--- config.mk ---
export PLATFORM = sky130hd
export DESIGN_NAME = kd_domain_partition_lookup_top
export DESIGN_NICKNAME = d
export VERILOG_FILES = /design/src/rtl/kdp_pkg.sv /design/src/rtl/kd_domain_partition_lookup_top.sv /design/src/rtl/kdp_split.sv /design/src/rtl/kdp_stack.sv /design/src/rtl/kdp_leaf.sv
export SDC_FILE = /design/constraint.sdc
export NUM_CORES = 2
export LEC_CHECK = 0
export BUFFER_PORTS_ARGS = -buffer_cell sky130_fd_sc_hd__buf_2
export CAP_MARGIN = 10
export CELL_PAD_IN_SITES_DETAIL_PLACEMENT = 0
export CELL_PAD_IN_SITES_GLOBAL_PLACEMENT = 1
export CORE_MARGIN = 4
export CORE_UTILIZATION = 50
export DETAILED_ROUTE_END_ITERATION = 10
export PLACE_DENSITY_LB_ADDON = 0.15
export SETUP_SLACK_MARGIN = 0.5
export SLEW_MARGIN = 0
export SYNTH_ARGS = -nofsm -noshare
export SYNTH_HDL_FRONTEND = slang
export SYNTH_HIERARCHICAL = 1
export SYNTH_SLANG_ARGS = --single-unit
export TNS_END_PERCENT = 5
--- constraint.sdc ---
create_clock -name clk -period 18.4 [get_ports clk]
set_input_delay 4.6 -clock clk [delete_from_list [all_inputs] [get_ports clk]]
set_output_delay 4.6 -clock clk [all_outputs]
set_load 0.02 [all_outputs]
--- src/rtl/kdp_pkg.sv ---
package kdp_pkg;

	// Coordinate and processor widths are fixed by the register and field formats.
	localparam int COORD_BITS   = 16;
	localparam int PE_BITS      = 10;
	localparam int CFG_IDX_BITS = 3;
	localparam int OUT_COORD_W  = COORD_BITS + 1;
	localparam int OUT_PE_W     = PE_BITS + 1;

	typedef logic [COORD_BITS-1:0] coord_t;
	typedef logic [PE_BITS-1:0]    pe_t;

	// Configuration register indexes.
	typedef enum logic [CFG_IDX_BITS-1:0] {
		REG_X_START     = 3'd0,
		REG_X_END       = 3'd1,
		REG_Y_START     = 3'd2,
		REG_Y_END       = 3'd3,
		REG_FIRST_PE    = 3'd4,
		REG_LAST_PE     = 3'd5,
		REG_START_LEVEL = 3'd6
	} kdp_reg_t;

	typedef enum logic [1:0] {
		ST_IDLE,
		ST_WALK_OWN,
		ST_WALK_NB,
		ST_FINISH
	} kdp_state_t;

	// One node of the bisection tree as it sits on the walk stack.
	typedef struct packed {
		coord_t xl;
		coord_t xh;
		coord_t yl;
		coord_t yh;
		pe_t    plo;
		pe_t    phi;
		logic   odd;
	} kdp_node_t;

	typedef struct packed {
		logic push_root;
		logic pop;
		logic split;
	} kdp_stack_ctrl_t;

	typedef struct packed {
		logic clear;
		logic vld;
		logic nb_pass;
	} kdp_leaf_ctrl_t;

	typedef struct packed {
		logic       own_vld;
		coord_t     xl;
		coord_t     xh;
		coord_t     yl;
		coord_t     yh;
		logic [3:0] nb_vld;
		pe_t        nb_left;
		pe_t        nb_right;
		pe_t        nb_down;
		pe_t        nb_up;
	} kdp_result_t;

endpackage

--- src/rtl/kd_domain_partition_lookup_top.sv ---
// Channel  Direction  Handshake              Payload
// in       receive    in_valid / in_stall    pe_index
// out      send       out_valid / out_stall  own rectangle, four neighbors, too_many_pes
// cfg      receive    cfg_valid / cfg_ready  cfg_index, cfg_data
//
// One lookup walks the bisection tree depth first twice, one tree node per
// cycle through a single split unit: the first walk finds the processor's own
// rectangle, the second finds its neighbors. The block takes no new item
// until the result of the walk has moved into the output register; the
// finished result waits there while the next lookup proceeds.
// Reset restores the register defaults and leaves the output channel empty.
module kd_domain_partition_lookup_top import kdp_pkg::*; #(
	parameter int STACK_DEPTH = 12
) (
	input  logic                           clk,
	input  logic                           arst_n,
	input  logic                           in_valid,
	output logic                           in_stall,
	input  logic [PE_BITS-1:0]             pe_index,
	output logic                           out_valid,
	input  logic                           out_stall,
	output logic signed [OUT_COORD_W-1:0]  own_x_low,
	output logic signed [OUT_COORD_W-1:0]  own_x_high,
	output logic signed [OUT_COORD_W-1:0]  own_y_low,
	output logic signed [OUT_COORD_W-1:0]  own_y_high,
	output logic signed [OUT_PE_W-1:0]     left_neighbor,
	output logic signed [OUT_PE_W-1:0]     right_neighbor,
	output logic signed [OUT_PE_W-1:0]     down_neighbor,
	output logic signed [OUT_PE_W-1:0]     up_neighbor,
	output logic                           too_many_pes,
	input  logic                           cfg_valid,
	output logic                           cfg_ready,
	input  logic [CFG_IDX_BITS-1:0]        cfg_index,
	input  logic [COORD_BITS-1:0]          cfg_data
);

	// Configuration registers. Writes are always taken.
	coord_t x_start_q;
	coord_t x_end_q;
	coord_t y_start_q;
	coord_t y_end_q;
	pe_t    first_pe_q;
	pe_t    last_pe_q;
	logic   start_level_q;

	kdp_state_t      state_q;
	kdp_state_t      state_d;
	pe_t             me_q;
	logic            err_q;
	logic            in_xfer;
	logic            nonempty;
	logic            walking;
	logic            is_leaf;
	logic            split_ok;
	logic            overflow;
	logic            empty;
	logic            load_out;
	kdp_node_t       root;
	kdp_node_t       top;
	kdp_node_t       child_a;
	kdp_node_t       child_b;
	kdp_stack_ctrl_t stack_ctrl;
	kdp_leaf_ctrl_t  leaf_ctrl;
	kdp_result_t     result;

	logic                          out_valid_q;
	logic [OUT_COORD_W-1:0]        own_x_low_q;
	logic [OUT_COORD_W-1:0]        own_x_high_q;
	logic [OUT_COORD_W-1:0]        own_y_low_q;
	logic [OUT_COORD_W-1:0]        own_y_high_q;
	logic [OUT_PE_W-1:0]           left_q;
	logic [OUT_PE_W-1:0]           right_q;
	logic [OUT_PE_W-1:0]           down_q;
	logic [OUT_PE_W-1:0]           up_q;
	logic                          too_many_q;

	assign cfg_ready = 1'b1;

	always_ff @(posedge clk or negedge arst_n) begin
		if (!arst_n) begin
			x_start_q     <= COORD_BITS'(0);
			x_end_q       <= COORD_BITS'(127);
			y_start_q     <= COORD_BITS'(0);
			y_end_q       <= COORD_BITS'(127);
			first_pe_q    <= PE_BITS'(0);
			last_pe_q     <= PE_BITS'(31);
			start_level_q <= 1'b0;
		end else if (cfg_valid && cfg_ready) begin
			unique case (cfg_index)
				REG_X_START:     x_start_q     <= cfg_data;
				REG_X_END:       x_end_q       <= cfg_data;
				REG_Y_START:     y_start_q     <= cfg_data;
				REG_Y_END:       y_end_q       <= cfg_data;
				REG_FIRST_PE:    first_pe_q    <= cfg_data[PE_BITS-1:0];
				REG_LAST_PE:     last_pe_q     <= cfg_data[PE_BITS-1:0];
				REG_START_LEVEL: start_level_q <= cfg_data[0];
				default: begin
				end
			endcase
		end
	end

	// The root node covers the whole surface and the whole processor range.
	// An empty range puts nothing on the stack, so both walks end at once.
	assign nonempty = first_pe_q <= last_pe_q;
	assign root     = '{xl: x_start_q, xh: x_end_q, yl: y_start_q, yh: y_end_q,
	                    plo: first_pe_q, phi: last_pe_q, odd: start_level_q};

	assign in_stall = state_q != ST_IDLE;
	assign in_xfer  = in_valid && !in_stall;

	kdp_stack #(
		.DEPTH (STACK_DEPTH)
	) u_stack (
		.clk      (clk),
		.arst_n   (arst_n),
		.ctrl     (stack_ctrl),
		.root     (root),
		.child_a  (child_a),
		.child_b  (child_b),
		.top      (top),
		.empty    (empty),
		.overflow (overflow)
	);

	kdp_split u_split (
		.node    (top),
		.ok      (split_ok),
		.child_a (child_a),
		.child_b (child_b)
	);

	kdp_leaf u_leaf (
		.clk    (clk),
		.arst_n (arst_n),
		.ctrl   (leaf_ctrl),
		.node   (top),
		.me     (me_q),
		.result (result)
	);

	assign is_leaf  = top.plo == top.phi;
	assign load_out = (state_q == ST_FINISH) && (!out_valid_q || !out_stall);

	always_ff @(posedge clk or negedge arst_n) begin
		if (!arst_n) begin
			state_q <= ST_IDLE;
		end else begin
			state_q <= state_d;
		end
	end

	// Sequencer: each walking cycle takes the top node; it hands a leaf to the
	// leaf unit, splits a node and pushes both parts, or drops an unsplittable one.
	always_comb begin
		state_d              = state_q;
		walking              = 1'b0;
		stack_ctrl.push_root = 1'b0;
		unique case (state_q)
			ST_IDLE: begin
				if (in_xfer) begin
					stack_ctrl.push_root = nonempty;
					state_d              = ST_WALK_OWN;
				end
			end
			ST_WALK_OWN: begin
				if (empty) begin
					stack_ctrl.push_root = nonempty;
					state_d              = ST_WALK_NB;
				end else begin
					walking = 1'b1;
				end
			end
			ST_WALK_NB: begin
				if (empty) begin
					state_d = ST_FINISH;
				end else begin
					walking = 1'b1;
				end
			end
			ST_FINISH: begin
				if (load_out) begin
					state_d = ST_IDLE;
				end
			end
			default: state_d = ST_IDLE;
		endcase
		stack_ctrl.pop    = walking && (is_leaf || !split_ok);
		stack_ctrl.split  = walking && !is_leaf && split_ok;
		leaf_ctrl.clear   = in_xfer;
		leaf_ctrl.vld     = walking && is_leaf;
		leaf_ctrl.nb_pass = state_q == ST_WALK_NB;
	end

	// A node that cannot be split, or a part dropped for lack of stack room,
	// marks the whole lookup as failed.
	always_ff @(posedge clk or negedge arst_n) begin
		if (!arst_n) begin
			err_q <= 1'b0;
		end else if (in_xfer) begin
			err_q <= 1'b0;
		end else if ((walking && !is_leaf && !split_ok) || overflow) begin
			err_q <= 1'b1;
		end
	end

	always_ff @(posedge clk) begin
		if (in_xfer) begin
			me_q <= pe_index;
		end
	end

	// Output register: the result stays here until its transfer completes.
	always_ff @(posedge clk or negedge arst_n) begin
		if (!arst_n) begin
			out_valid_q <= 1'b0;
		end else if (load_out) begin
			out_valid_q <= 1'b1;
		end else if (!out_stall) begin
			out_valid_q <= 1'b0;
		end
	end

	// Fields that were never found, or any field of a failed lookup, read -1.
	always_ff @(posedge clk) begin
		if (load_out) begin
			own_x_low_q  <= (result.own_vld && !err_q) ? {1'b0, result.xl} : '1;
			own_x_high_q <= (result.own_vld && !err_q) ? {1'b0, result.xh} : '1;
			own_y_low_q  <= (result.own_vld && !err_q) ? {1'b0, result.yl} : '1;
			own_y_high_q <= (result.own_vld && !err_q) ? {1'b0, result.yh} : '1;
			left_q       <= (result.nb_vld[0] && !err_q) ? {1'b0, result.nb_left} : '1;
			right_q      <= (result.nb_vld[1] && !err_q) ? {1'b0, result.nb_right} : '1;
			down_q       <= (result.nb_vld[2] && !err_q) ? {1'b0, result.nb_down} : '1;
			up_q         <= (result.nb_vld[3] && !err_q) ? {1'b0, result.nb_up} : '1;
			too_many_q   <= err_q;
		end
	end

	assign out_valid      = out_valid_q;
	assign own_x_low      = signed'(own_x_low_q);
	assign own_x_high     = signed'(own_x_high_q);
	assign own_y_low      = signed'(own_y_low_q);
	assign own_y_high     = signed'(own_y_high_q);
	assign left_neighbor  = signed'(left_q);
	assign right_neighbor = signed'(right_q);
	assign down_neighbor  = signed'(down_q);
	assign up_neighbor    = signed'(up_q);
	assign too_many_pes   = too_many_q;

	// A lookup in progress blocks the next input transfer.
	a_busy_after_accept: assert property (@(posedge clk) disable iff (!arst_n)
		in_xfer |=> in_stall)
		else $error("input taken while a lookup was still in progress");

	// A failed lookup reports nothing but the flag.
	a_error_blanks: assert property (@(posedge clk) disable iff (!arst_n)
		(out_valid && too_many_pes) |-> (own_x_low == '1 && own_y_high == '1
			&& left_neighbor == '1 && right_neighbor == '1
			&& down_neighbor == '1 && up_neighbor == '1))
		else $error("failed lookup carries a rectangle or a neighbor");

	// Without an own rectangle no neighbor can match.
	a_no_own_no_neighbor: assert property (@(posedge clk) disable iff (!arst_n)
		(out_valid && own_x_low == '1) |-> (left_neighbor == '1
			&& right_neighbor == '1 && down_neighbor == '1 && up_neighbor == '1))
		else $error("neighbor reported for a processor without a rectangle");

endmodule

--- src/rtl/kdp_split.sv ---
module kdp_split import kdp_pkg::*; (
	input  kdp_node_t node,
	output logic      ok,
	output kdp_node_t child_a,
	output kdp_node_t child_b
);

	logic                xs;
	logic                ys;
	logic                use_y;
	logic                rnd;
	coord_t              lo;
	coord_t              hi;
	logic [COORD_BITS:0] sum;
	coord_t              cut;
	logic [PE_BITS:0]    pe_sum;
	pe_t                 mid;

	// An axis can be split unless its span is exactly one unit.
	assign xs = ({1'b0, node.xl} + (COORD_BITS+1)'(1)) != {1'b0, node.xh};
	assign ys = ({1'b0, node.yl} + (COORD_BITS+1)'(1)) != {1'b0, node.yh};
	assign ok = xs || ys;

	// Odd levels prefer y and round its cut upward; even levels prefer x.
	assign use_y = node.odd ? ys : !xs;
	assign rnd   = use_y && node.odd;
	assign lo    = use_y ? node.yl : node.xl;
	assign hi    = use_y ? node.yh : node.xh;

	// The coordinate adder of the walk, shared by both axes.
	assign sum = {1'b0, lo} + {1'b0, hi} + (COORD_BITS+1)'(rnd);
	assign cut = sum[COORD_BITS:1];

	assign pe_sum = {1'b0, node.plo} + {1'b0, node.phi};
	assign mid    = pe_sum[PE_BITS:1];

	always_comb begin
		child_a     = node;
		child_b     = node;
		child_a.phi = mid;
		child_b.plo = mid + PE_BITS'(1);
		child_a.odd = !node.odd;
		child_b.odd = !node.odd;
		if (use_y) begin
			child_a.yh = cut;
			child_b.yl = cut;
		end else begin
			child_a.xh = cut;
			child_b.xl = cut;
		end
	end

endmodule

--- src/rtl/kdp_stack.sv ---
module kdp_stack import kdp_pkg::*; #(
	parameter int DEPTH = 12
) (
	input  logic            clk,
	input  logic            arst_n,
	input  kdp_stack_ctrl_t ctrl,
	input  kdp_node_t       root,
	input  kdp_node_t       child_a,
	input  kdp_node_t       child_b,
	output kdp_node_t       top,
	output logic            empty,
	output logic            overflow
);

	localparam int IDX_W = $clog2(DEPTH);
	localparam int SP_W  = $clog2(DEPTH + 1);

	kdp_node_t        mem_q [DEPTH];
	logic [SP_W-1:0]  sp_q;
	logic [SP_W-1:0]  sp_m1;
	logic [IDX_W-1:0] top_idx;
	logic [IDX_W-1:0] push_idx;
	logic             room;

	assign sp_m1    = sp_q - SP_W'(1);
	assign top_idx  = sp_m1[IDX_W-1:0];
	assign push_idx = sp_q[IDX_W-1:0];
	assign room     = sp_q < SP_W'(DEPTH);
	assign empty    = sp_q == '0;
	assign top      = mem_q[top_idx];

	// A split replaces the popped node by its second part and pushes the
	// first part above it; with no room left the first part is dropped.
	assign overflow = ctrl.split && !room;

	always_ff @(posedge clk or negedge arst_n) begin
		if (!arst_n) begin
			sp_q <= '0;
		end else if (ctrl.push_root) begin
			sp_q <= SP_W'(1);
		end else if (ctrl.pop) begin
			sp_q <= sp_m1;
		end else if (ctrl.split && room) begin
			sp_q <= sp_q + SP_W'(1);
		end
	end

	always_ff @(posedge clk) begin
		if (ctrl.push_root) begin
			mem_q[0] <= root;
		end else if (ctrl.split) begin
			mem_q[top_idx] <= child_b;
			if (room) begin
				mem_q[push_idx] <= child_a;
			end
		end
	end

endmodule

--- src/rtl/kdp_leaf.sv ---
module kdp_leaf import kdp_pkg::*; (
	input  logic           clk,
	input  logic           arst_n,
	input  kdp_leaf_ctrl_t ctrl,
	input  kdp_node_t      node,
	input  pe_t            me,
	output kdp_result_t    result
);

	logic       own_vld_q;
	coord_t     own_xl_q;
	coord_t     own_xh_q;
	coord_t     own_yl_q;
	coord_t     own_yh_q;
	logic [3:0] nb_vld_q;
	pe_t        nb_left_q;
	pe_t        nb_right_q;
	pe_t        nb_down_q;
	pe_t        nb_up_q;
	logic       is_me;
	logic       same_y;
	logic       same_x;
	logic [3:0] hit;

	assign is_me  = node.plo == me;
	assign same_y = (own_yl_q == node.yl) && (own_yh_q == node.yh);
	assign same_x = (own_xl_q == node.xl) && (own_xh_q == node.xh);

	// Neighbor matches only count once the own rectangle is known.
	assign hit[0] = own_vld_q && same_y && (own_xl_q == node.xh);
	assign hit[1] = own_vld_q && same_y && (own_xh_q == node.xl);
	assign hit[2] = own_vld_q && same_x && (own_yl_q == node.yh);
	assign hit[3] = own_vld_q && same_x && (own_yh_q == node.yl);

	always_ff @(posedge clk or negedge arst_n) begin
		if (!arst_n) begin
			own_vld_q <= 1'b0;
			nb_vld_q  <= '0;
		end else if (ctrl.clear) begin
			own_vld_q <= 1'b0;
			nb_vld_q  <= '0;
		end else if (ctrl.vld) begin
			if (is_me && !ctrl.nb_pass) begin
				own_vld_q <= 1'b1;
			end
			if (!is_me && ctrl.nb_pass) begin
				nb_vld_q <= nb_vld_q | hit;
			end
		end
	end

	always_ff @(posedge clk) begin
		if (ctrl.vld && is_me && !ctrl.nb_pass) begin
			own_xl_q <= node.xl;
			own_xh_q <= node.xh;
			own_yl_q <= node.yl;
			own_yh_q <= node.yh;
		end
		if (ctrl.vld && !is_me && ctrl.nb_pass) begin
			if (hit[0]) begin
				nb_left_q <= node.plo;
			end
			if (hit[1]) begin
				nb_right_q <= node.plo;
			end
			if (hit[2]) begin
				nb_down_q <= node.plo;
			end
			if (hit[3]) begin
				nb_up_q <= node.plo;
			end
		end
	end

	assign result.own_vld  = own_vld_q;
	assign result.xl       = own_xl_q;
	assign result.xh       = own_xh_q;
	assign result.yl       = own_yl_q;
	assign result.yh       = own_yh_q;
	assign result.nb_vld   = nb_vld_q;
	assign result.nb_left  = nb_left_q;
	assign result.nb_right = nb_right_q;
	assign result.nb_down  = nb_down_q;
	assign result.nb_up    = nb_up_q;

endmodule
After elaboration in Yosys (flattened, before gate mapping)
Memories as Yosys holds them, arrays and structs flattened.
Index checks and enable logic that the tools add are counted.
{"block": "op_classes", "n_bitwise": 1, "n_reduce_logical": 69, "add_sub_neg": 8, "mux": 50, "eq_ne": 26, "magnitude_cmp": 2}
{"operator": "16-bit equality test", "count": 8}
{"operator": "16-bit two-way mux", "count": 6}
{"operator": "85-bit two-way mux", "count": 1}
{"operator": "85-bit OR reduction", "count": 1}
{"operator": "17-bit two-way mux", "count": 4}
{"operator": "11-bit two-way mux", "count": 4}
{"operator": "16-bit by 1-bit adder with 17-bit output, second input constant", "count": 2}
{"operator": "17-bit by 16-bit != test with 1-bit output", "count": 2}
{"operator": "1-bit logical AND", "count": 29}
{"operator": "4-bit two-way mux", "count": 7}
{"operator": "2-bit AND reduction", "count": 13}
{"operator": "1-bit two-way mux", "count": 22}
{"operator": "10-bit equality test", "count": 2}
{"operator": "16-bit by 16-bit adder with 17-bit output", "count": 1}
{"operator": "17-bit by 1-bit adder with 17-bit output", "count": 1}
{"operator": "10-bit by 10-bit adder with 11-bit output", "count": 1}
{"operator": "1-bit zero test", "count": 11}
{"operator": "10-bit by 1-bit adder with 10-bit output, second input constant", "count": 1}
{"operator": "10-bit less-or-equal comparator", "count": 1}
{"operator": "2-bit nonzero test", "count": 5}
{"operator": "3-bit equality test, second input constant", "count": 3}
{"operator": "2-bit two-way mux", "count": 4}
{"operator": "2-bit != test, second input constant", "count": 4}
{"operator": "2-bit case mux with 4 select lines", "count": 1}
{"operator": "17 further kinds", "count": 22}
{"block": "word_totals", "wordCells": 196, "in_bits": 34, "reg_bits": 325, "output_inout_bits": 116, "mem_bits_rw": 1020, "mem_count": 1}
{"memory": "u_stack.mem_q", "words": 12, "word_bits": 85, "read_ports": 1, "rd_clocked_by_memory_dff": 0, "write_ports": 2, "line_no": "kdp_stack.sv:18", "text": "kdp_node_t mem_q [DEPTH];"}

Logic depth before layout (Yosys ltp)
An unclocked memory read counts as a cell.
{"block": "logic_depth", "word_depth": 11, "ltp_mapped": 36, "ltp_nobuf": 29}

Hierarchy
Netlist, hierarchy kept.
{"mod": "kdp_stack", "area_each_um2": 51156.6, "seq_area_each_um2": 30729.5, "instances": 1, "cells_each": 4503}
{"mod": "kd_domain_partition_lookup_top", "area_each_um2": 8299.2, "seq_area_each_um2": 5854.4, "instances": 1, "cells_each": 518}
{"mod": "kdp_leaf", "area_each_um2": 4844.6, "seq_area_each_um2": 3248.1, "instances": 1, "cells_each": 308}
{"mod": "kdp_split", "area_each_um2": 4210.3, "seq_area_each_um2": 0.0, "instances": 1, "cells_each": 600}

Worst setup path after synthesis
No wires, ideal clock.
{"block": "synth_timing", "kind": "input-to-reg", "startpoint": "input port out_stall", "endpoint": "register down_q[0] (netlist: down_neighbor[0]), enable pin", "t_arrival_ps": 12563, "setup_ps": 746, "slack_ps": 5091, "path_stages": 1, "n_path_buf": 0, "required_time_ps": 17654, "path_cell_list": "a21boi_0"}
{"block": "synth_between", "elab_chain_cells": 3}
{"item": "from (decl)", "line_no": "kd_domain_partition_lookup_top.sv:21", "text": "input logic out_stall,"}
{"item": "1-bit zero test"}
{"item": "1-bit logical OR", "line_no": "kd_domain_partition_lookup_top.sv:143", "text": "assign load_out = (state_q == ST_FINISH) && (!out_valid_q || !out_stall);"}
{"item": "1-bit logical AND", "line_no": "kd_domain_partition_lookup_top.sv:143"}
{"item": "to (signal assigned)", "line_no": "kd_domain_partition_lookup_top.sv:233", "text": "down_q <= (result.nb_vld[2] && !err_q) ? {1'b0, result.nb_down} : '1;"}
{"item": "to (decl)", "line_no": "kd_domain_partition_lookup_top.sv:73", "text": "logic [OUT_PE_W-1:0] down_q;"}
No other way between the ends.
A chain may end at the register's enable or synchronous reset.

==> impl_metrics.yaml <==
yosys:
  yosys_warnings: 6
  synthAdderAreaFrac: 0.008985
  ys_async_sr_fraction: 0.07303
  synth_edf_count: 1244
  ys_ff_latch: 1342
  synth_nets: 6011
  synth_area_leaders: "edfxtp_1 55%, a21oi_1 7.6%, mux2_2 7.6%"
  synth.top_cell.area_share: 0.5453
  syn_area_per_cell_um2: 11.56
  synthXorXnorAreaFrac: 0.02834
  synth-main-ff-cell: "edfxtp_1"
  netlist_area_um2: 68510
  ys_seq_area_frac: 0.5814
  yosys-mux-area-fraction: 0.1182
  synth_cell_types: 81
  yosys-top-cells-count: "1244 x edfxtp_1, 1058 x nor2_1, 1046 x a21oi_1"
  syn-instance-count: 5929
  synth-compound-area-share: 0.1174
  yosys.area.top_type: "edfxtp_1"
  synth_most_common_cell: "edfxtp_1"
  synth_top_family_by_area: "multiplexers"
  yosys.area_share.simple: 0.09478
global_routing:
  grt_max_degree: 171
  grt_overflow: 0
  grt_pass1_wl_mm: 326.9
  antenna_found_initial: 14
  grt_usage: 0.3155
  grt_pass1_vias: 45950
setup_path:
  worst_setup_path_end_kind: "flip-flop"
  start_kind: "flip-flop"
  cp.required_ns: 18.90
  crit_path_frequent_cell: "mux2i_1"
  crit_type: "reg -> reg"
  cpMaxStageDelayCell: "dfrtp_4"
  slowest_delay_ns: 0.91
  reg2reg_from: "u_stack/push_idx[0]$_DFFE_PN0P_"
  worstRegToRegCells: 30
  r2r_slack_ns: 6.31
  critPathArrivalTime_ns: 12.59
  cp_max_fo: 113
  worstReg2RegEnd: "u_stack/mem_q[4][48]$_DFFE_PP_"
clocking:
  ctsResizeCount: 0
  root_buffer: "clkbuf_16"
  post_cts_buffers: 0
  cts.clk_slew.worst_paths_ns: 0.06
  hold_buffers: 0
  cts_sinks: 1342
  cts_tree: "built"
  max-clock-path-buffers: 3
  cts_inserted_buffers: 150
  insertion_delay_ns: 0.81
  htreeDepth: 4
finish:
  synthToLayoutAreaGrowth_pct: 10.50
  fillers: 11380
  fin_nets: 5863
  multi_input_area_um2: 26140
  final_util: 0.5574
  layout-drive-gt1-share: 0.2148
  layout.area.seq_um2: 39840
floorplanning:
  die_h_um: 378.2
  die_area_um2: 143000
  ios: 150
  initial_core_util: 0.5045
  coreArea_um2: 135800
  die-width_um: 378.2
  num_rows: 135
run_status:
  status: "finished, final reports clean"
placement:
  globalplace.congestion: 0.9129
  dpl.hpwl_mm: 130.7
  io_buffers: 148
timing:
  setup_viol: 0
  max_freq_mhz: 82.72
  finalHoldViolations: 0
  drv_slew: 0
  post-route-period-util: 0.6570
  finalClockSkew_ns: 0.02561
  max_slew_margin: 0.1375
  fin_crit_ns: 12.09
  setup_tns_ns: 0
  whs_ns: 0.4828
  tightest_slew_ns: 1.258
  grt_setup_unrepaired: "no"
worst_hold_path:
  min_to: "u_leaf/nb_vld_q[2]$_DFFE_PN0P_"
  hold_depth: 2
  hp-start: "u_leaf/nb_vld_q[2]$_DFFE_PN0P_"
  hold_path_class: "reg -> reg"
detailed_routing:
  firstDrtPassIters: 8
  drt_iter0_markers: 6623
  totalWireLength_mm: 227.8
  num_vias: 48720
  vias_per_cell: 6.325
  routedWlPerCell_um: 29.58
  drc: 0
  ant_nets: 0
job:
  drv_cap: 0
==> area by class of cell <==
cell class	instances	share of cell area
Antenna cell	13	0.0004297
Clock buffer	201	0.05467
Clock inverter	78	0.01021
Inverter	60	0.002975
Multi-Input combinational cell	3879	0.3454
Sequential cell	1342	0.5262
Tap cell	1781	0.02944
Timing Repair Buffer	348	0.03069
==> cell usage in the layout, fill, tap and decap left out, drive strengths merged, types with 5 or more instances in the layout <==
cell type and instances:
diode 13, buf 348, mux2i 100, nor2b 12, nand4 39, mux2 460
nand3 37, dfstp 19, o21a 6, nand2b 121, nor2 1059, dfrtp 79
clkinv 55, xnor2 109, clkbuf 201, nor3b 5, edfxtp 1244, a21o 19
mux4 85, xor2 111, o21ai 63, nor4 29, bufinv 10, o31ai 95
nor3 14, a21oi 1057, inv 70, o22ai 170, ha 46, and3 10
nand2 157, a211oi 6, a31oi 8
==> per-layer routing <==
metal | global-route usage | part of all wire
met5 | 0 | 0
met4 | 0.09988 | 0.032
met3 | 0.05992 | 0.10
met2 | 0.4912 | 0.45
met1 | 0.4499 | 0.41
==> how the worst max path moves through the flow <==
stage | slack [ns] | end | depth (start not counted) | startpoint
CTS | 6.60 | u_stack/mem_q[11][48]$_DFFE_PP_ | 30 | u_stack/push_idx[0]$_DFFE_PN0P_
detailed placement | 6.61 | u_stack/mem_q[11][48]$_DFFE_PP_ | 30 | u_stack/push_idx[0]$_DFFE_PN0P_
global route | 5.61 | u_stack/mem_q[2][80]$_DFFE_PP_ | 30 | u_stack/push_idx[0]$_DFFE_PN0P_
finish | 6.31 | u_stack/mem_q[4][48]$_DFFE_PP_ | 30 | u_stack/push_idx[0]$_DFFE_PN0P_
floorplan | 5.09 | down_neighbor[0]$_SDFFCE_PN1P_ | 1 | out_stall
global placement | 6.66 | u_stack/mem_q[6][48]$_DFFE_PP_ | 30 | u_stack/push_idx[0]$_DFFE_PN0P_
==> flip-flops by register name (all words and copies together), names as in the netlist, 11 cells and up <==
signal	cells
u_stack/mem_q	1020
own_x_low	17
own_x_high	16
own_y_high	16
own_y_low	16
u_leaf/own_xh_q	16
u_leaf/own_xl_q	16
u_leaf/own_yh_q	16
u_leaf/own_yl_q	16
x_end_q	16
x_start_q	16
y_end_q	16
y_start_q	16
down_neighbor	11
left_neighbor	11
right_neighbor	11
up_neighbor	11
==> worst max-delay path: cells and delay by family, from the launching register on <==
family                     cells  cell delay, ns
buffers and inverters          4            2.35
adders and majority gates      3            1.23
muxes                          6            2.06
DFF                            1            0.91
and+or+nand+nor                5            1.44
AOI/OAI and AO/OA             12            3.42
==> through the flow <==
| stage | setup slack [ns] | instances | area (µm²) |
|---|---|---|---|
| floorplan | 5.091 | 5929 | 68510 |
| global placement | 6.655 | 7400 | 70680 |
| detailed placement | 6.613 | 7402 | 70700 |
| CTS | 6.601 | 7681 | 75610 |
| global route | 5.612 | 7689 | 75670 |
| finish | 6.311 | 7702 | 75700 |
==> kinds of logic after synthesis <==
family	after synthesis
and+or+nand+nor	1505
AOI/OAI and AO/OA	1460
other	1
adders and majority gates	48
DFF	1342
buffers and inverters	708
xor gates and xnor gates	220
muxes	645
Power is not shown: default switching activity piles up to over one toggle a cycle in this logic, so the estimate is an artifact.
